File: src/rtl/tfr_pkg.sv
// shared types, constants and functions of the throttle frame receiver
package tfr_pkg;

    localparam int FRAME_LENGTH = 20;
    localparam int IDX_W        = $clog2(FRAME_LENGTH);

    localparam logic [7:0] SOF_BYTE    = 8'h01;
    localparam logic [7:0] LEN_BYTE    = FRAME_LENGTH[7:0];
    localparam logic [7:0] TYPE_BYTE   = 8'h01;
    localparam logic [7:0] CRC_POLY    = 8'h01;
    localparam int         LIGHT_BIT   = 5;

    localparam logic [IDX_W-1:0] IDX_SOF      = IDX_W'(0);
    localparam logic [IDX_W-1:0] IDX_LEN      = IDX_W'(1);
    localparam logic [IDX_W-1:0] IDX_TYPE     = IDX_W'(2);
    localparam logic [IDX_W-1:0] IDX_LIGHT    = IDX_W'(5);
    localparam logic [IDX_W-1:0] IDX_LEVER_HI = IDX_W'(16);
    localparam logic [IDX_W-1:0] IDX_LEVER_LO = IDX_W'(17);

    // floor(diff * 32768 / 600) == (diff * THR_RECIP) >> THR_SHIFT for 10-bit diff
    localparam logic [22:0] THR_RECIP = 23'd7158279;
    localparam int          THR_SHIFT = 17;

    localparam logic [15:0] TIMEOUT_TICKS_DEFAULT = 16'd1100;
    localparam logic [9:0]  LEVER_MIN_RESET       = 10'd400;

    localparam int PADDR_W = 3;

    typedef enum logic [0:0] {
        REG_TIMEOUT   = 1'b0,
        REG_LEVER_MIN = 1'b1
    } t_cfg_reg;

    typedef enum logic [0:0] {
        EVT_FRAME   = 1'b0,
        EVT_TIMEOUT = 1'b1
    } t_event;

    typedef struct packed {
        logic [15:0] timeout_ticks;
        logic [9:0]  lever_min;
    } t_cfg;

    typedef struct packed {
        logic        event_res;
        logic        crc_ok;
        logic        light_enable;
        logic [9:0]  lever_value;
        logic [15:0] throttle_q15;
        logic        brakes_released;
        logic        drive_request;
    } t_result;

    function automatic logic [7:0] crc8_update(input logic [7:0] crc, input logic [7:0] data);
        logic [7:0] c;
        c = crc ^ data;
        for (int k = 0; k < 8; k++) begin
            if (c[7]) begin
                c = {c[6:0], 1'b0} ^ CRC_POLY;
            end else begin
                c = {c[6:0], 1'b0};
            end
        end
        return c;
    endfunction

endpackage

File: src/rtl/tfr_in_if.sv
// input channel: received bytes and millisecond ticks
interface tfr_in_if;
    logic       valid;
    logic       ready;
    logic       kind;
    logic [7:0] rx_byte;
    logic       pad_released;

    modport source (output valid, output kind, output rx_byte, output pad_released,
                    input ready);
    modport sink   (input valid, input kind, input rx_byte, input pad_released,
                    output ready);
endinterface

File: src/rtl/tfr_out_if.sv
// output channel: frame and timeout results
interface tfr_out_if;
    logic        valid;
    logic        ready;
    logic        event_res;
    logic        crc_ok;
    logic        light_enable;
    logic [9:0]  lever_value;
    logic [15:0] throttle_q15;
    logic        brakes_released;
    logic        drive_request;

    modport source (output valid, output event_res, output crc_ok, output light_enable,
                    output lever_value, output throttle_q15, output brakes_released,
                    output drive_request, input ready);
    modport sink   (input valid, input event_res, input crc_ok, input light_enable,
                    input lever_value, input throttle_q15, input brakes_released,
                    input drive_request, output ready);
endinterface

File: src/rtl/throttle_frame_receiver_core.sv
// top level of the throttle frame receiver
// Takes one byte or tick transfer per clock cycle whenever the result register is empty or
// being drained; a frame-end or timeout result shows on the output in the cycle after the
// transfer that causes it. The crc byte update, the header check, the brake debounce and
// the throttle scaling (one 10 by 23 bit constant multiply) sit combinationally ahead of
// the result register. Registers: 0x0 timeout_ticks, 0x4 lever_min.
module throttle_frame_receiver_core (
    input  logic                        i_clk,
    input  logic                        i_rst_n,
    tfr_in_if.sink                      i_in,
    tfr_out_if.source                   o_out,
    input  logic                        psel,
    input  logic                        penable,
    input  logic                        pwrite,
    input  logic [tfr_pkg::PADDR_W-1:0] paddr,
    input  logic [31:0]                 pwdata,
    output logic [31:0]                 prdata,
    output logic                        pready
);

    tfr_pkg::t_cfg    w_cfg;
    tfr_pkg::t_result w_res;
    tfr_pkg::t_result w_out_res;
    logic             w_res_valid;
    logic             w_free;
    logic             w_accept;

    assign i_in.ready = w_free;
    assign w_accept   = i_in.valid && w_free;

    tfr_cfg u_cfg (
        .i_clk   (i_clk),
        .i_rst_n (i_rst_n),
        .psel    (psel),
        .penable (penable),
        .pwrite  (pwrite),
        .paddr   (paddr),
        .pwdata  (pwdata),
        .prdata  (prdata),
        .pready  (pready),
        .o_cfg   (w_cfg)
    );

    tfr_parser u_parser (
        .i_clk          (i_clk),
        .i_rst_n        (i_rst_n),
        .i_accept       (w_accept),
        .i_kind         (i_in.kind),
        .i_rx_byte      (i_in.rx_byte),
        .i_pad_released (i_in.pad_released),
        .i_cfg          (w_cfg),
        .o_res_valid    (w_res_valid),
        .o_res          (w_res)
    );

    tfr_outreg u_outreg (
        .i_clk       (i_clk),
        .i_rst_n     (i_rst_n),
        .i_load      (w_res_valid),
        .i_res       (w_res),
        .i_out_ready (o_out.ready),
        .o_free      (w_free),
        .o_valid     (o_out.valid),
        .o_res       (w_out_res)
    );

    assign o_out.event_res       = w_out_res.event_res;
    assign o_out.crc_ok          = w_out_res.crc_ok;
    assign o_out.light_enable    = w_out_res.light_enable;
    assign o_out.lever_value     = w_out_res.lever_value;
    assign o_out.throttle_q15    = w_out_res.throttle_q15;
    assign o_out.brakes_released = w_out_res.brakes_released;
    assign o_out.drive_request   = w_out_res.drive_request;

    a_timeout_clean: assert property (@(posedge i_clk) disable iff (!i_rst_n)
        o_out.valid && o_out.event_res |->
            !o_out.crc_ok && o_out.throttle_q15 == 16'd0 && !o_out.drive_request)
        else $error("timeout result carries frame data");

    a_bad_crc_clean: assert property (@(posedge i_clk) disable iff (!i_rst_n)
        o_out.valid && !o_out.crc_ok |->
            o_out.lever_value == 10'd0 && o_out.throttle_q15 == 16'd0 && !o_out.light_enable)
        else $error("result without good crc carries frame data");

    a_drive_needs_release: assert property (@(posedge i_clk) disable iff (!i_rst_n)
        o_out.valid && o_out.drive_request |-> o_out.brakes_released && o_out.crc_ok)
        else $error("drive request with brakes pulled or bad crc");

    a_no_result_loss: assert property (@(posedge i_clk) disable iff (!i_rst_n)
        o_out.valid && !o_out.ready |-> !i_in.ready)
        else $error("input taken while result is stalled");

endmodule

File: src/rtl/tfr_cfg.sv
// apb configuration registers
module tfr_cfg (
    input  logic                        i_clk,
    input  logic                        i_rst_n,
    input  logic                        psel,
    input  logic                        penable,
    input  logic                        pwrite,
    input  logic [tfr_pkg::PADDR_W-1:0] paddr,
    input  logic [31:0]                 pwdata,
    output logic [31:0]                 prdata,
    output logic                        pready,
    output tfr_pkg::t_cfg               o_cfg
);

    tfr_pkg::t_cfg    r_cfg;
    tfr_pkg::t_cfg    n_cfg;
    tfr_pkg::t_cfg_reg w_sel;
    logic             w_wr;

    assign w_sel  = tfr_pkg::t_cfg_reg'(paddr[2]);
    assign w_wr   = psel && penable && pwrite;
    assign pready = 1'b1;
    assign o_cfg  = r_cfg;

    always_comb begin
        n_cfg = r_cfg;
        if (w_wr) begin
            unique case (w_sel)
                tfr_pkg::REG_TIMEOUT:   n_cfg.timeout_ticks = pwdata[15:0];
                tfr_pkg::REG_LEVER_MIN: n_cfg.lever_min     = pwdata[9:0];
                default:                n_cfg = r_cfg;
            endcase
        end
    end

    always_comb begin
        unique case (w_sel)
            tfr_pkg::REG_TIMEOUT:   prdata = {16'd0, r_cfg.timeout_ticks};
            tfr_pkg::REG_LEVER_MIN: prdata = {22'd0, r_cfg.lever_min};
            default:                prdata = 32'd0;
        endcase
    end

    always_ff @(posedge i_clk) begin
        if (!i_rst_n) begin
            r_cfg.timeout_ticks <= tfr_pkg::TIMEOUT_TICKS_DEFAULT;
            r_cfg.lever_min     <= tfr_pkg::LEVER_MIN_RESET;
        end else begin
            r_cfg <= n_cfg;
        end
    end

endmodule

File: src/rtl/tfr_parser.sv
// frame parser, crc, brake debounce, timeout counter and result build
module tfr_parser (
    input  logic             i_clk,
    input  logic             i_rst_n,
    input  logic             i_accept,
    input  logic             i_kind,
    input  logic [7:0]       i_rx_byte,
    input  logic             i_pad_released,
    input  tfr_pkg::t_cfg    i_cfg,
    output logic             o_res_valid,
    output tfr_pkg::t_result o_res
);

    logic [tfr_pkg::IDX_W-1:0] r_idx,  n_idx;
    logic [7:0]                r_crc,  n_crc;
    logic                      r_light, n_light;
    logic [1:0]                r_lever_hi, n_lever_hi;
    logic [7:0]                r_lever_lo, n_lever_lo;
    logic                      r_last_pad, n_last_pad;
    logic                      r_brake, n_brake;
    logic [15:0]               r_idle, n_idle;

    logic [16:0]               w_idle_inc;
    logic [tfr_pkg::IDX_W:0]   w_idx_inc;
    logic                      w_bad;
    logic [9:0]                w_lever;
    logic [9:0]                w_diff;
    logic [32:0]               w_prod;
    logic [15:0]               w_thr;

    assign w_idle_inc = {1'b0, r_idle} + 17'd1;
    assign w_idx_inc  = {1'b0, r_idx} + 1'b1;
    assign w_bad      = ({1'b0, r_idx} >= (tfr_pkg::IDX_W+1)'(tfr_pkg::FRAME_LENGTH))
                     || (r_idx == tfr_pkg::IDX_SOF  && i_rx_byte != tfr_pkg::SOF_BYTE)
                     || (r_idx == tfr_pkg::IDX_LEN  && i_rx_byte != tfr_pkg::LEN_BYTE)
                     || (r_idx == tfr_pkg::IDX_TYPE && i_rx_byte != tfr_pkg::TYPE_BYTE);

    // lever bytes taken by position, including the byte in flight
    assign w_lever = {(r_idx == tfr_pkg::IDX_LEVER_HI) ? i_rx_byte[1:0] : r_lever_hi,
                      (r_idx == tfr_pkg::IDX_LEVER_LO) ? i_rx_byte : r_lever_lo};
    assign w_diff  = w_lever - i_cfg.lever_min;
    assign w_prod  = 33'(w_diff) * 33'(tfr_pkg::THR_RECIP);
    assign w_thr   = (w_lever >= i_cfg.lever_min) ? w_prod[tfr_pkg::THR_SHIFT +: 16] : 16'd0;

    always_comb begin
        n_idx       = r_idx;
        n_crc       = r_crc;
        n_light     = r_light;
        n_lever_hi  = r_lever_hi;
        n_lever_lo  = r_lever_lo;
        n_last_pad  = r_last_pad;
        n_brake     = r_brake;
        n_idle      = r_idle;
        o_res_valid = 1'b0;
        o_res       = '0;
        if (i_accept) begin
            if (i_kind) begin
                if (w_idle_inc > {1'b0, i_cfg.timeout_ticks}) begin
                    n_idle                = 16'd0;
                    n_idx                 = '0;
                    n_crc                 = 8'd0;
                    o_res_valid           = 1'b1;
                    o_res.event_res       = tfr_pkg::EVT_TIMEOUT;
                    o_res.brakes_released = r_brake;
                end else begin
                    n_idle = w_idle_inc[15:0];
                end
            end else if (w_bad) begin
                n_idx = '0;
                n_crc = 8'd0;
            end else begin
                if (r_idx == tfr_pkg::IDX_LIGHT)    n_light    = i_rx_byte[tfr_pkg::LIGHT_BIT];
                if (r_idx == tfr_pkg::IDX_LEVER_HI) n_lever_hi = i_rx_byte[1:0];
                if (r_idx == tfr_pkg::IDX_LEVER_LO) n_lever_lo = i_rx_byte;
                if (w_idx_inc < (tfr_pkg::IDX_W+1)'(tfr_pkg::FRAME_LENGTH)) begin
                    n_crc = tfr_pkg::crc8_update((r_idx == tfr_pkg::IDX_SOF) ? 8'd0 : r_crc,
                                                 i_rx_byte);
                    n_idx = w_idx_inc[tfr_pkg::IDX_W-1:0];
                end else begin
                    if (i_pad_released == r_last_pad) n_brake = i_pad_released;
                    n_last_pad            = i_pad_released;
                    o_res_valid           = 1'b1;
                    o_res.event_res       = tfr_pkg::EVT_FRAME;
                    o_res.brakes_released = n_brake;
                    if (r_crc == i_rx_byte) begin
                        n_idle              = 16'd0;
                        o_res.crc_ok        = 1'b1;
                        o_res.light_enable  = n_light;
                        o_res.lever_value   = w_lever;
                        o_res.throttle_q15  = w_thr;
                        o_res.drive_request = n_brake && (w_lever > i_cfg.lever_min);
                    end
                    n_idx = '0;
                    n_crc = 8'd0;
                end
            end
        end
    end

    always_ff @(posedge i_clk) begin
        if (!i_rst_n) begin
            r_idx      <= '0;
            r_crc      <= 8'd0;
            r_light    <= 1'b0;
            r_lever_hi <= 2'd0;
            r_lever_lo <= 8'd0;
            r_last_pad <= 1'b0;
            r_brake    <= 1'b0;
            r_idle     <= 16'd0;
        end else begin
            r_idx      <= n_idx;
            r_crc      <= n_crc;
            r_light    <= n_light;
            r_lever_hi <= n_lever_hi;
            r_lever_lo <= n_lever_lo;
            r_last_pad <= n_last_pad;
            r_brake    <= n_brake;
            r_idle     <= n_idle;
        end
    end

endmodule

File: src/rtl/tfr_outreg.sv
// result register between the parser and the output channel
module tfr_outreg (
    input  logic             i_clk,
    input  logic             i_rst_n,
    input  logic             i_load,
    input  tfr_pkg::t_result i_res,
    input  logic             i_out_ready,
    output logic             o_free,
    output logic             o_valid,
    output tfr_pkg::t_result o_res
);

    logic             r_valid, n_valid;
    tfr_pkg::t_result r_res;

    assign o_free  = !r_valid || i_out_ready;
    assign o_valid = r_valid;
    assign o_res   = r_res;

    always_comb begin
        n_valid = r_valid;
        if (i_load) begin
            n_valid = 1'b1;
        end else if (i_out_ready) begin
            n_valid = 1'b0;
        end
    end

    always_ff @(posedge i_clk) begin
        if (!i_rst_n) begin
            r_valid <= 1'b0;
        end else begin
            r_valid <= n_valid;
        end
    end

    always_ff @(posedge i_clk) begin
        if (i_load) begin
            r_res <= i_res;
        end
    end

endmodule
File: src/flat_wrapper.sv
// flat-port wrapper written by rule: the top's interface ports become plain ports
module throttle_frame_receiver_core_flat 
  (i_clk, i_rst_n, psel, penable, pwrite, paddr, pwdata, prdata, pready, i_in_valid, i_in_kind, i_in_rx_byte, i_in_pad_released, i_in_ready, o_out_valid, o_out_event_res, o_out_crc_ok, o_out_light_enable, o_out_lever_value, o_out_throttle_q15, o_out_brakes_released, o_out_drive_request, o_out_ready);
  tfr_in_if i_in_i ();
  tfr_out_if o_out_i ();
  input  logic i_clk;
  input  logic i_rst_n;
  input  logic psel;
  input  logic penable;
  input  logic pwrite;
  input  logic [tfr_pkg::PADDR_W-1:0] paddr;
  input  logic [31:0] pwdata;
  output logic [31:0] prdata;
  output logic pready;
  input wire logic [$bits(i_in_i.valid)-1:0] i_in_valid;
  input wire logic [$bits(i_in_i.kind)-1:0] i_in_kind;
  input wire logic [$bits(i_in_i.rx_byte)-1:0] i_in_rx_byte;
  input wire logic [$bits(i_in_i.pad_released)-1:0] i_in_pad_released;
  output wire logic [$bits(i_in_i.ready)-1:0] i_in_ready;
  output wire logic [$bits(o_out_i.valid)-1:0] o_out_valid;
  output wire logic [$bits(o_out_i.event_res)-1:0] o_out_event_res;
  output wire logic [$bits(o_out_i.crc_ok)-1:0] o_out_crc_ok;
  output wire logic [$bits(o_out_i.light_enable)-1:0] o_out_light_enable;
  output wire logic [$bits(o_out_i.lever_value)-1:0] o_out_lever_value;
  output wire logic [$bits(o_out_i.throttle_q15)-1:0] o_out_throttle_q15;
  output wire logic [$bits(o_out_i.brakes_released)-1:0] o_out_brakes_released;
  output wire logic [$bits(o_out_i.drive_request)-1:0] o_out_drive_request;
  input wire logic [$bits(o_out_i.ready)-1:0] o_out_ready;
  assign i_in_i.valid = i_in_valid;
  assign i_in_i.kind = i_in_kind;
  assign i_in_i.rx_byte = i_in_rx_byte;
  assign i_in_i.pad_released = i_in_pad_released;
  assign i_in_ready = i_in_i.ready;
  assign o_out_valid = o_out_i.valid;
  assign o_out_event_res = o_out_i.event_res;
  assign o_out_crc_ok = o_out_i.crc_ok;
  assign o_out_light_enable = o_out_i.light_enable;
  assign o_out_lever_value = o_out_i.lever_value;
  assign o_out_throttle_q15 = o_out_i.throttle_q15;
  assign o_out_brakes_released = o_out_i.brakes_released;
  assign o_out_drive_request = o_out_i.drive_request;
  assign o_out_i.ready = o_out_ready;
  throttle_frame_receiver_core u_core (.i_clk(i_clk), .i_rst_n(i_rst_n), .i_in(i_in_i), .o_out(o_out_i), .psel(psel), .penable(penable), .pwrite(pwrite), .paddr(paddr), .pwdata(pwdata), .prdata(prdata), .pready(pready));
endmodule
File: config.mk
export PLATFORM = sky130hd
export DESIGN_NAME = throttle_frame_receiver_core_flat
export DESIGN_NICKNAME = d
export VERILOG_FILES = /design/src/rtl/tfr_pkg.sv /design/src/rtl/tfr_in_if.sv /design/src/rtl/tfr_out_if.sv /design/src/rtl/throttle_frame_receiver_core.sv /design/src/rtl/tfr_cfg.sv /design/src/rtl/tfr_parser.sv /design/src/rtl/tfr_outreg.sv /design/src/flat_wrapper.sv
export SDC_FILE = /design/constraint.sdc
export NUM_CORES = 1
export LEC_CHECK = 0
export BUFFER_PORTS_ARGS = -buffer_cell sky130_fd_sc_hd__buf_2
export CORE_MARGIN = 2
export CORE_UTILIZATION = 65
export CTS_CLUSTER_DIAMETER = 120
export DETAILED_ROUTE_END_ITERATION = 7
export PLACE_DENSITY = 0.91
export SYNTH_ARGS = -nofsm -noshare
export SYNTH_HDL_FRONTEND = slang
export SYNTH_SLANG_ARGS = --single-unit
File: constraint.sdc
create_clock -name i_clk -period 11.3 [get_ports i_clk]
set_input_delay 0 -clock i_clk [delete_from_list [all_inputs] [get_ports i_clk]]
set_output_delay 0 -clock i_clk [all_outputs]
set_load 0.01 [all_outputs]
==> results <==
- The run finished with clean final reports.
- The pin count of the biggest net entering global routing is 87.
- The initialized floorplan defines 44 standard-cell rows.
- The worst path arrival time is 8.50 ns.
- The worst-case IR drop observed on VDD is 117 µV.
- The mean number of vias per cell is 5.92.
- Setup violations remaining at the end of the flow were counted as 0.
- Among the stages of the critical path, the cell type that occurs most often is sky130_fd_sc_hd__fa_1.
- In this run the mean area of a mapped cell was 8.65 µm².
- The endpoint type of the worst setup path is a flop.
- The async set-reset flop share out of synthesis is 0.
- The congestion estimate from routability-driven global placement came to 0.998.
- The highest metal layer with signal wires is met4.
- Power spread over the standard cell area amounts to 158 nW/µm².
- The combined area of all synthesized cells is 9650 µm².
- TritonCTS built the clock tree.
- The overall power consumption is 1670 µW.
- Measured in cells, the most critical reg-to-reg path has a length of 29.
- The via count is 8157.
- The detailed-routing iteration count for the pre-antenna-repair pass is 5.
- In this run, post-CTS repair resized a total of 0 instances.
- The clock slew seen by the registers of the worst setup and hold paths is 0.07 ns.
- Setup repair after global routing left no endpoint under its margin.
- The largest incremental delay on the critical path is 0.59 ns.
- The die covers 15800 µm².
- The end of the worst register-to-register path is u_core.u_outreg.o_res[15]$_SDFFCE_PP0P_.
- Wire segments on met3 add up to 1.67 mm in the final route.
- For the worst setup path, the data required time is 11.41 ns.
- The hold buffer count at CTS is 17.
- Measured along the x axis, the die boundary spans 126 µm.
- Yosys attributes the largest share of cell area to sky130_fd_sc_hd__ha_1, sky130_fd_sc_hd__dfxtp_1, sky130_fd_sc_hd__fa_1.
- The number of setup buffers added after CTS is 0.
- The number of synthesized flops with an enable pin is 31.
- At the pin with the least slew margin, the transition time is 1.22 ns.
- The tool flagged a number of max-cap violations equal to 0.
- From synthesis to final layout, the design area changed by 9.24%.
- Pin placement for this block handled 118 I/O pins.
- The ratio of cells with drive above 1 in the final layout is 0.107.
- The slowest stage cell on the critical path is sky130_fd_sc_hd__fa_1.
- The startpoint type of the worst setup path is a flop.
- The highest clock frequency the design can meet is 0.119 GHz.
- Wires add up to 22.9 mm.
- Detailed placement ended at an HPWL of 17.5 mm.
- Detailed routing placed a total of 11.1 mm of wire on met2.
- For the final database, setup skew stands at 0.00902 ns.
- The total number of yosys warnings is 0.
- For the final routed database, the setup TNS stands at 0 ns.
- The number of levels the H-tree was split into is 3.
- Along the worst path, the maximum fanout reaches 8.
- Counting every instance in the synthesized netlist gives 1116.
- Counting the buffers created by CTS gives 9.
- The fraction of the mapped netlist area in adder cells is 0.286.
- The hold path startpoint is o_out_ready.
- Of the synthesized area, sequential elements account for 0.240.
- The share of synthesized area in the top cell type comes to 0.171.
- The fill cell total of the finished layout is 1079.
- Of the total synthesized cell area, the portion taken by AND, OR, NAND and NOR gates is 0.156.
- For this block, the initial DRC count from the detailed router was 779.
- The residual DRC count is 0.
- In this run the register-to-register setup slack is 2.91 ns.
- The prevailing post-synth register cell is sky130_fd_sc_hd__dfxtp_1.
- The largest area contributor in the synthesized netlist is sky130_fd_sc_hd__ha_1.
- The number of hold violations in the final report is 0.
- The post-route minimum period is 8.39 ns.
- The critical path is of the flop to flop type.
- The first-pass GRT wire length is 37.2 mm.
- The number of antenna violations at the first check in global routing is 0.
- The routed length on met1 is 9.61 mm.
- Once detail routing completed, the nets flagged for antenna violations numbered 0.
- The endpoint with the worst hold slack is u_core.u_outreg.o_valid$_SDFFE_PN0P_.
- For this design, the sink count on the clock tree is 100.
- The worst hold path class is input port to flop.
- Summed over all layers, the global routing overflow is 0.
- In this run the tool buffered the top-level ports with 82 buffer cells.
- Measured along the y axis, the die boundary spans 126 µm.
- After the last flow step, the layout net total stands at 1429.
- After synthesis, the netlist uses 71 different library cells.
- The total area inside the core boundary comes to 14500 µm².
- The count of inserted antenna diode cells is 0.
- The clock reaches the later pin of the worst-skew pair after 0.36 ns.
- The proportion of synthesized area in mux cells is 0.0158.
- The effective utilization at floorplan is 0.664.
- The relative slew slack is 0.187.
- The post-synthesis sequential element count is 100.
- In the final routed layout, each cell accounts on average for 16.6 µm.
- The via count of the first global-routing pass is 7845.
- After synthesis, the largest family of logic cells by area is adder cells.
- Of the total synthesized cell area, the portion taken by XOR and XNOR cells is 0.0526.
- The number of cells traversed by the worst hold path is 3.
- The deepest clock path buffer count is 2.
- In the global route stage, overall resource usage came out at 0.289.
- The launch instance of the worst register-to-register path is u_core.u_parser.r_idx[1]$_SDFFE_PN0P_.
- Dividing the final minimum period by the clock period gives 0.742.
- The compound-gate portion of the synthesized area was 0.157.
- The cell at the root of the clock tree is sky130_fd_sc_hd__clkbuf_16.
- The final number of max-transition violations came to 0.
- The analysis attributes to cell leakage a power of 0.00509 µW.
stage by stage:
stage                     worst slack (ns)  utilization  cell area, µm²  hold WS, ns  std cells
after detailed placement              3.07        0.693           10100        0.234       1346
after global placement                3.21        0.693           10100        0.229       1346
after CTS                             2.94        0.726           10500      0.00173       1379
after global routing                  2.29        0.726           10500       0.0320       1379
after floorplan                       3.76            -            9710        0.139       1131
final                                 2.91        0.726           10500      0.00341       1379
layout by cell type, fill, tap and decap left out, drive strengths merged, types with 5 or more instances in the layout:
cell type / n
inv: 159
nand2: 143
ha: 132
buf: 86
dfxtp: 69
nor2: 60
fa: 55
a21oi: 52
o21ai: 42
edfxtp: 31
xnor2: 30
xor2: 28
a21boi: 28
nand3: 26
a21o: 19
o22ai: 19
conb: 17
dlygate4sd3: 17
nand4: 16
o211ai: 13
mux2i: 13
nand2b: 12
nor3: 11
o211a: 10
clkbuf: 10
o21a: 8
and3: 7
o21bai: 6
and2: 6
a31oi: 5
layer usage:
metal  vias to the layer above  GRT usage
met1                      3839      0.371
met2                       366      0.498
met4                         0     0.0873
met3                        45     0.0561
met5                         -          0
li1                       3907          -
cells in the mapped netlist (all sizes together) (26+ instances only):
master and n:
a21oi 52, o21ai 42, clkbuf 26, nor2 60, buf 29, xor2 28, xnor2 30, nand3 26
nand2 143, inv 156, ha 132, fa 55, edfxtp 31, a21boi 28, dfxtp 69
worst max path at each step:
| stage | endpoint | slack (ns) | from |
|---|---|---|---|
| after floorplan | u_core.u_outreg.o_res[16]$_SDFFCE_PP0P_ | 3.76 | u_core.u_parser.r_idx[1]$_SDFFE_PN0P_ |
| after global placement | u_core.u_outreg.o_res[15]$_SDFFCE_PP0P_ | 3.21 | u_core.u_parser.r_idx[1]$_SDFFE_PN0P_ |
| after detailed placement | u_core.u_outreg.o_res[16]$_SDFFCE_PP0P_ | 3.07 | u_core.u_parser.r_idx[1]$_SDFFE_PN0P_ |
| after CTS | u_core.u_outreg.o_res[15]$_SDFFCE_PP0P_ | 2.94 | u_core.u_parser.r_idx[1]$_SDFFE_PN0P_ |
| after global routing | u_core.u_outreg.o_res[15]$_SDFFCE_PP0P_ | 2.29 | u_core.u_parser.r_idx[1]$_SDFFE_PN0P_ |
| final | u_core.u_outreg.o_res[15]$_SDFFCE_PP0P_ | 2.91 | u_core.u_parser.r_idx[1]$_SDFFE_PN0P_ |
flip-flops by register name, indices dropped and copies added, names as in the netlist, 2 cells and up:
| register | count |
|---|---|
| u_core.u_cfg.o_cfg | 26 |
| u_core.u_outreg.o_res | 31 |
| u_core.u_parser.r_crc | 8 |
| u_core.u_parser.r_idle | 16 |
| u_core.u_parser.r_idx | 5 |
| u_core.u_parser.r_lever_hi | 2 |
| u_core.u_parser.r_lever_lo | 8 |
cell type report:
class                   count  area [µm²]  area share
clock buffers              10         229      0.0217
clock inverters             6        71.3     0.00676
inverters                 156         586      0.0555
multi-input cells         820        6510       0.617
flip-flops and latches    100        2310       0.219
well taps                 184         230      0.0218
repair buffers            103         611      0.0579
logic make-up (layout without fill, tap and decap cells):
group / count (synthesis) / count (layout)
AO/OA/AOI/OAI: 226 / 226
XOR/XNOR: 58 / 58
adder cells (fa/ha/maj): 188 / 188
buffers and inverters: 211 / 275
flip-flops: 100 / 100
multiplexers: 15 / 15
other: 2 / 17
AND/OR/NAND/NOR: 316 / 316
worst max-delay path, delay by kind of cell, from the launching register on:
family | cells | cell delay, ns
multiplexers | 1 | 0.42
AND/OR/NAND/NOR | 6 | 0.93
buffers and inverters | 6 | 0.70
XOR/XNOR | 1 | 0.40
adder cells (fa/ha/maj) | 9 | 3.75
flip-flops | 1 | 0.36
AO/OA/AOI/OAI | 6 | 1.57
report_power, final:
| part | total [µW] | leakage, µW | switching [µW] | internal (µW) |
|---|---|---|---|---|
| registers | 372 | 0.000880 | 1.74 | 370 |
| logic | 975 | 0.00407 | 590 | 385 |
| clock network | 320 | 0.000148 | 146 | 174 |
Power figures use the tool's default switching activity.
